--- src/rtl/core/tkbf_pkg.sv ---
package tkbf_pkg;

    localparam int ENTRIES = 64;
    localparam int IDX_W   = $clog2(ENTRIES);
    localparam int KEY_W   = 32;
    localparam int ID_W    = 31;
    localparam int QDEPTH  = 2;
    localparam int QPTR_W  = $clog2(QDEPTH);
    localparam int QCNT_W  = $clog2(QDEPTH + 1);

    localparam logic [IDX_W-1:0] LAST_IDX = IDX_W'(ENTRIES - 1);
    localparam logic [ID_W-1:0]  ID_LAST  = {ID_W{1'b1}};

    localparam logic [1:0] OP_ADD      = 2'd0;
    localparam logic [1:0] OP_TAKE_WT  = 2'd1;
    localparam logic [1:0] OP_TAKE_VOL = 2'd2;

    typedef enum logic [1:0] {
        ST_ADDED   = 2'd0,
        ST_FOUND   = 2'd1,
        ST_NONE    = 2'd2,
        ST_REFUSED = 2'd3
    } status_t;

    typedef enum logic [1:0] {
        K_ADD,
        K_TAKE_WT,
        K_TAKE_VOL,
        K_NOP
    } kind_t;

    typedef enum logic [2:0] {
        B_IDLE,
        B_SEEK,
        B_SCAN,
        B_DRAIN,
        B_FINISH
    } bstate_t;

    typedef struct packed {
        kind_t                   kind;
        logic signed [KEY_W-1:0] weight;
        logic signed [KEY_W-1:0] volume;
        logic signed [KEY_W-1:0] threshold;
    } req_t;

    typedef struct packed {
        logic signed [KEY_W-1:0] weight;
        logic signed [KEY_W-1:0] volume;
        logic [ID_W-1:0]         serial;
    } slot_t;

endpackage

--- src/rtl/core/tkbf_front.sv ---
module tkbf_front (
    input  logic                                clk,
    input  logic                                rst_n,
    input  logic                                start,
    input  logic [1:0]                          operation,
    input  logic signed [tkbf_pkg::KEY_W-1:0]   weight,
    input  logic signed [tkbf_pkg::KEY_W-1:0]   volume,
    input  logic signed [tkbf_pkg::KEY_W-1:0]   threshold,
    input  logic                                pop,
    output logic                                busy,
    output logic                                q_valid,
    output tkbf_pkg::req_t                      q_data
);

    tkbf_pkg::req_t                    fifo_reg [tkbf_pkg::QDEPTH];
    logic [tkbf_pkg::QPTR_W-1:0]       wr_ptr_reg, wr_ptr_next;
    logic [tkbf_pkg::QPTR_W-1:0]       rd_ptr_reg, rd_ptr_next;
    logic [tkbf_pkg::QCNT_W-1:0]       count_reg, count_next;
    tkbf_pkg::req_t                    req_in;
    tkbf_pkg::kind_t                   kind;
    logic                              push;
    logic                              do_pop;

    always_comb
    begin
        case (operation)
            tkbf_pkg::OP_ADD:      kind = tkbf_pkg::K_ADD;
            tkbf_pkg::OP_TAKE_WT:  kind = tkbf_pkg::K_TAKE_WT;
            tkbf_pkg::OP_TAKE_VOL: kind = tkbf_pkg::K_TAKE_VOL;
            default:               kind = tkbf_pkg::K_NOP;
        endcase
    end

    assign req_in  = '{kind: kind, weight: weight, volume: volume, threshold: threshold};
    assign busy    = (count_reg == tkbf_pkg::QCNT_W'(tkbf_pkg::QDEPTH));
    assign q_valid = (count_reg != '0);
    assign q_data  = fifo_reg[rd_ptr_reg];
    assign push    = start && !busy;
    assign do_pop  = pop && q_valid;

    // pointers wrap through the full depth
    always_comb
    begin
        wr_ptr_next = wr_ptr_reg;
        rd_ptr_next = rd_ptr_reg;
        count_next  = count_reg;
        if (push)
        begin
            wr_ptr_next = (wr_ptr_reg == tkbf_pkg::QPTR_W'(tkbf_pkg::QDEPTH - 1))
                          ? '0 : wr_ptr_reg + 1'b1;
        end
        if (do_pop)
        begin
            rd_ptr_next = (rd_ptr_reg == tkbf_pkg::QPTR_W'(tkbf_pkg::QDEPTH - 1))
                          ? '0 : rd_ptr_reg + 1'b1;
        end
        if (push && !do_pop)
        begin
            count_next = count_reg + 1'b1;
        end
        else if (do_pop && !push)
        begin
            count_next = count_reg - 1'b1;
        end
    end

    always_ff @(posedge clk or negedge rst_n)
    begin
        if (!rst_n)
        begin
            wr_ptr_reg <= '0;
            rd_ptr_reg <= '0;
            count_reg  <= '0;
        end
        else
        begin
            wr_ptr_reg <= wr_ptr_next;
            rd_ptr_reg <= rd_ptr_next;
            count_reg  <= count_next;
        end
    end

    always_ff @(posedge clk)
    begin
        if (push)
        begin
            fifo_reg[wr_ptr_reg] <= req_in;
        end
    end

endmodule

--- config.mk ---
export PLATFORM = sky130hd
export DESIGN_NAME = tkbf_front
export DESIGN_NICKNAME = d
export VERILOG_FILES = /design/src/rtl/core/tkbf_pkg.sv /design/src/rtl/core/tkbf_front.sv
export SDC_FILE = /design/constraint.sdc
export NUM_CORES = 1
export LEC_CHECK = 0
export BUFFER_PORTS_ARGS = -buffer_cell sky130_fd_sc_hd__buf_4
export CAP_MARGIN = 20
export CORE_ASPECT_RATIO = 0.9
export CORE_MARGIN = 1
export CORE_UTILIZATION = 50
export CTS_BUF_LIST = sky130_fd_sc_hd__clkbuf_8
export DETAILED_ROUTE_END_ITERATION = 7
export GPL_TIMING_DRIVEN = 0
export PLACE_DENSITY = 0.77
export REMOVE_ABC_BUFFERS = 1
export SLEW_MARGIN = 15
export SYNTH_ARGS = -nofsm -noshare
export SYNTH_HDL_FRONTEND = slang
export SYNTH_SLANG_ARGS = --single-unit
--- constraint.sdc ---
create_clock -name clk -period 7.34 [get_ports clk]
set_input_delay 0.734 -clock clk [delete_from_list [all_inputs] [get_ports clk]]
set_output_delay 0.734 -clock clk [all_outputs]
set_load 0.05 [all_outputs]
==> flow_metrics.tcl, run 1 <==
set metrics [dict create \
    power_density_nw_per_um2 454 \
    cts_tree "done" \
    fin_skew_ns 0.0114 \
    cp_slowest_cell "dfrtp_4" \
    hold_viol 0 \
    status "finished clean" \
    reg2regPathDepth 3 \
    ant_nets 0 \
    r2r_setup_slack_ns 5.39 \
    syn_area_per_cell_um2 22.4 \
    drc 0 \
    r2r-end "fifo_reg[1][61]" \
    slew_violations 0 \
    clock_latency_ns 0.45 \
    synth_common_cells "edfxtp_1 (196), mux2_2 (88), mux2_4 (10)" \
    clk_pin_slew_worst_paths_ns 0.09 \
    io_pins 202 \
    path_cells "buf_12 > mux2_2 > buf_4" \
    ctsHoldBuffers 0 \
    die_x_um 129 \
    yosysWarnings 0 \
    critPathTopFamily "flip-flops" \
    critPathCaptureType "output pin" \
    synthFlopType "edfxtp_1" \
    yosysMostFrequentCell "edfxtp_1" \
    wl_per_cell_um 17.1 \
    grt_first_pass_wirelength_um 18800 \
    critPathBufInv 2 \
    vias 3666 \
    hpwlAfterDp_um 8500 \
    via_per_inst 4.91 \
    max_stage_delay_ns 0.65 \
    synth-async-reset-ratio 0.0200 \
    synthCells 326 \
    synth_seq_area_share 0.819 \
    rows 41 \
    antennaDiodeCount 0 \
    netlist_top_cells_area "edfxtp_1 (81%), mux2_2 (14%), mux2_4 (2.1%)" \
    clockRootBuffer "clkbuf_8" \
    setup_viol 0 \
    crit_path_start_kind "register" \
    worstSetupPathType "register to output pin" \
    antenna_found_initial 0 \
    peakVddDrop_uv 281 \
    p_total_mw 4.32 \
    htree_levels 4 \
    drive_gt1_frac 0.609 \
    cp.depth 3 \
    largest_reg_flops 196 \
    cts_resized 0 \
    fin_crit_ns 2.73 \
    fin_nets 643 \
    fin_crit_sh 0.372 \
    synthDistinctLibCells 16 \
    synth_top_area_cell "edfxtp_1" \
    tns_ns 0 \
    drt_wl_total_um 12800 \
    hold_path.class "input port to async pin" \
    rsz0062_at_grt "no" \
    cp_max_fo 40 \
    die-area_um2 15100 \
    start_util 0.516 \
    port_buffers 201 \
    post_cts_buffers 0 \
    grtUsageTotal 0.172 \
    grt-ovfl-total 0 \
    max_freq_mhz 366 \
    area_delta_synth_final_pct 30.4 \
    clock_sinks 200 \
    maxCapViolations 0 \
    grt_pass1_vias 3741 \
    synth-seq-cells 200 \
    leakage_nw 3.58 \
    worst_pin_slew_ns 0.681 \
    crit_required_ns 6.61 \
    cts_buffers 17 \
    drt_iter0_markers 225 \
    synth.top_cell.area_share 0.806 \
    first_pass_iters 4 \
    rr_startpoint "count_reg[0]" \
    gp_congestion 0.729 \
    netlist_area_um2 7310 \
    clock_path_buffers 2 \
    die_y_um 117 \
    maxSlewHeadroom 0.546 \
    arrival_ns 2.00 \
    synth-edff-count 196 \
    grt_max_degree 54 \
    coreArea_um2 14200 \
]
logic make-up after synthesis:
| logic type | Yosys count | synth area share |
|---|---|---|
| flops | 200 | 0.819 |
| mux | 98 | 0.156 |
| buf+inv | 15 | 0.0122 |
| simple gates | 7 | 0.00463 |
| xor+xnor | 5 | 0.00600 |
| fa+ha+maj | 1 | 0.00171 |
report_power, final:
group / switching (mW) / internal [mW]
registers: 0.0846 / 1.56
logic: 1.33 / 0.697
clock network: 0.352 / 0.298
per-layer routing:
layer,up-vias,global-route usage,share of wire
li1,1712,-,-
met1,1795,0.192,0.38
met2,147,0.293,0.50
met3,12,0.0815,0.10
met4,0,0.0597,0.012
met5,-,0,0
layout by cell type, fill, tap and decap left out, types with 3 or more instances in the layout:
| cell | netlist | final |
|---|---|---|
| xnor2_1 | 3 | 3 |
| clkbuf_8 | 0 | 17 |
| inv_1 | 2 | 4 |
| clkinv_2 | 0 | 3 |
| dfrtp_1 | 4 | 3 |
| buf_4 | 0 | 201 |
| buf_16 | 0 | 3 |
| edfxtp_1 | 196 | 196 |
| buf_12 | 0 | 4 |
| mux2_4 | 10 | 10 |
| mux2_2 | 88 | 88 |
| clkinv_1 | 0 | 3 |
through the flow:
stage	hold slack [ns]	util	area, um2	setup slack [ns]	cells
floorplan	0.438	-	7220	1.88	313
global placement	0.476	0.634	8970	-0.314	707
detailed placement	0.531	0.647	9150	5.08	714
CTS	0.0230	0.673	9520	4.55	746
global route	0.0132	0.673	9520	4.50	746
finish	0.0584	0.673	9520	4.61	746
final cells by class:
type | count | area, um2
flip-flops and latches | 200 | 5990
multi-input cells | 111 | 1240
inverters | 2 | 7.51
fillers | 986 | 4630
clock inverters | 15 | 136
repair buffers | 208 | 1670
well taps | 193 | 241
clock buffers | 17 | 234
how the worst max path moves through the flow:
| stage | slack, ns | from | to |
|---|---|---|---|
| after floorplan | 1.88 | start | fifo_reg[0][0] |
| after global placement | -0.31 | start | fifo_reg[0][27] |
| after detailed placement | 5.08 | rd_ptr_reg | q_data[25] |
| after CTS | 4.55 | rd_ptr_reg | q_data[33] |
| after global routing | 4.50 | rd_ptr_reg | q_data[33] |
| final | 4.61 | rd_ptr_reg | q_data[33] |
Note: power is estimated with default switching activity, not from simulation.
==> run 2: changes to the inputs <==
Settings changed: CORE_UTILIZATION 50 to 49, PLACE_DENSITY 0.77 to 0.79.
Clock period 7.34 ns to 2.45 ns, I/O delays scaled along.
==> run 2 against run 1 <==
Compared with the run above: count of clock-buffer cells in the layout is the same; die area grew 2.0%; non-clock buffer count grew 100; final cell count grew 13%; combinational power grew to 3.1 times the previous value; cell area grew 11%; setup slack lost 4.4 ns; critical path type unchanged; largest cell class unchanged; largest power group unchanged.
==> flow_metrics.tcl, run 2 (synthesis gave the netlist of run 1 again) <==
set metrics [dict create \
    grt_first_pass_wirelength_um 22800 \
    clock_sinks 200 \
    fin_skew_ns 0.0147 \
    fin_crit_ns 2.24 \
    hpwlAfterDp_um 8720 \
    hold_viol 0 \
    setup_viol 0 \
    die-area_um2 15400 \
    worstSetupPathType "register to output pin" \
    hold_path.class "input port to register" \
    status "finished clean" \
    leakage_nw 4.01 \
    worst_pin_slew_ns 0.728 \
    antennaDiodeCount 0 \
    cts_buffers 17 \
    clock_latency_ns 0.45 \
    peakVddDrop_uv 838 \
    crit_path_start_kind "register" \
    port_buffers 201 \
    coreArea_um2 14300 \
    rows 41 \
    final_util 0.739 \
    htree_levels 4 \
    fin_nets 743 \
    die_y_um 118 \
    maxCapViolations 0 \
    cp_max_fo 51 \
    fillerInstances 813 \
    power_density_nw_per_um2 1260 \
    area_delta_synth_final_pct 44.3 \
    first_pass_iters 5 \
    io_pins 202 \
    drc 0 \
    gp_congestion 0.689 \
    grtUsageTotal 0.201 \
    finalWorstSetupSlack_ns 0.210 \
    max_freq_mhz 447 \
    fin_crit_sh 0.914 \
    grt_max_degree 52 \
    largest_reg_flops 196 \
    clock_path_buffers 2 \
    rsz0062_at_grt "no" \
    start_util 0.512 \
    drt_wl_total_um 15100 \
    postLayoutCellArea_um2 10500 \
    multi_input_area_um2 1240 \
    grt_pass1_vias 4602 \
    cts_resized 0 \
    vias 4144 \
    hold_ws_ns 0.100 \
    die_x_um 131 \
    via_per_inst 4.90 \
    maxSlewHeadroom 0.514 \
    arrival_ns 1.99 \
    clockRootBuffer "clkbuf_8" \
    ant_nets 0 \
    slew_violations 0 \
    cts_tree "done" \
    dpl_worst_slack_ns 0.355 \
    critPathCaptureType "output pin" \
    regArea_um2 5990 \
    postPlaceCellArea_um2 9150 \
    wl_per_cell_um 17.9 \
    drt_iter0_markers 213 \
    antenna_found_initial 0 \
    grt-ovfl-total 0 \
    clk_pin_slew_worst_paths_ns 0.08 \
    crit_required_ns 2.20 \
    final_cell_mix "buf_4 (201), edfxtp_1 (196), dlygate4sd3_1 (99)" \
    drive_gt1_frac 0.516 \
    final_common_cell "buf_4" \
]
==> run 2: cell types whose count changed in the layout (fill, tap and decap cells not counted), sizes merged <==
cell / before / now
buf: 208 / 209
inv: 6 / 7
dlygate4sd3: 0 / 99
clkinv: 8 / 7
==> run 2: routing by layer <==
metal,routed length [um],track usage,vias to the layer above
met5,0,0,-
met4,223,0.0754,0
met3,1090,0.0745,20
met2,8170,0.361,161
met1,5630,0.209,2047
li1,-,-,1916
==> run 2: timing repair <==
action,CTS,global route
hold buffers,99,0
endpoints found under the setup margin,50,1
buffers inserted,1,1
endpoints found under the hold margin,200,0
==> run 2: path summary, 6_finish.rpt <==
kind / depth (start not counted) / start / end / slack (ns)
setup reg to reg: 5 / count_reg[0] / fifo_reg[0][52] / 0.34
hold / removal: 3 / pop / rd_ptr_reg / 0.10
hold reg to reg: 1 / count_reg[1] / count_reg[1] / 0.52
setup / recovery: 3 / rd_ptr_reg / q_data[34] / 0.21
max in group asynchronous: 2 / rst_n / rd_ptr_reg / 2.21
min in group asynchronous: 2 / rst_n / rd_ptr_reg / 0.13
==> run 2: critical path, cell delays in order (launching register included) <==
cell and delay [ns]:
dfrtp_4 0.63, buf_16 0.30, mux2_2 0.38, buf_4 0.19
==> run 2: power by group <==
part	switching, mW	total [mW]	internal [mW]
registers	0.256	4.93	4.67
clock network	1.08	1.97	0.893
logic	4.14	6.37	2.24
==> run 2: through the flow <==
stage                     setup TNS (ns)  instances  power [mW]
after floorplan                  -445.87        313        9.36
after global placement           -858.26        707        9.75
after detailed placement               0        713        11.1
after CTS                              0        845        13.3
after global routing                   0        846        13.8
final                                  0        846        13.3
==> run 2: area by class of cell <==
| cell class | count | area share |
|---|---|---|
| clock buffer | 17 | 0.0222 |
| clock inverter | 15 | 0.0128 |
| inverter | 2 | 0.000712 |
| multi-input combinational | 111 | 0.118 |
| sequential | 200 | 0.568 |
| tap | 193 | 0.0229 |
| timing repair buffer | 308 | 0.255 |
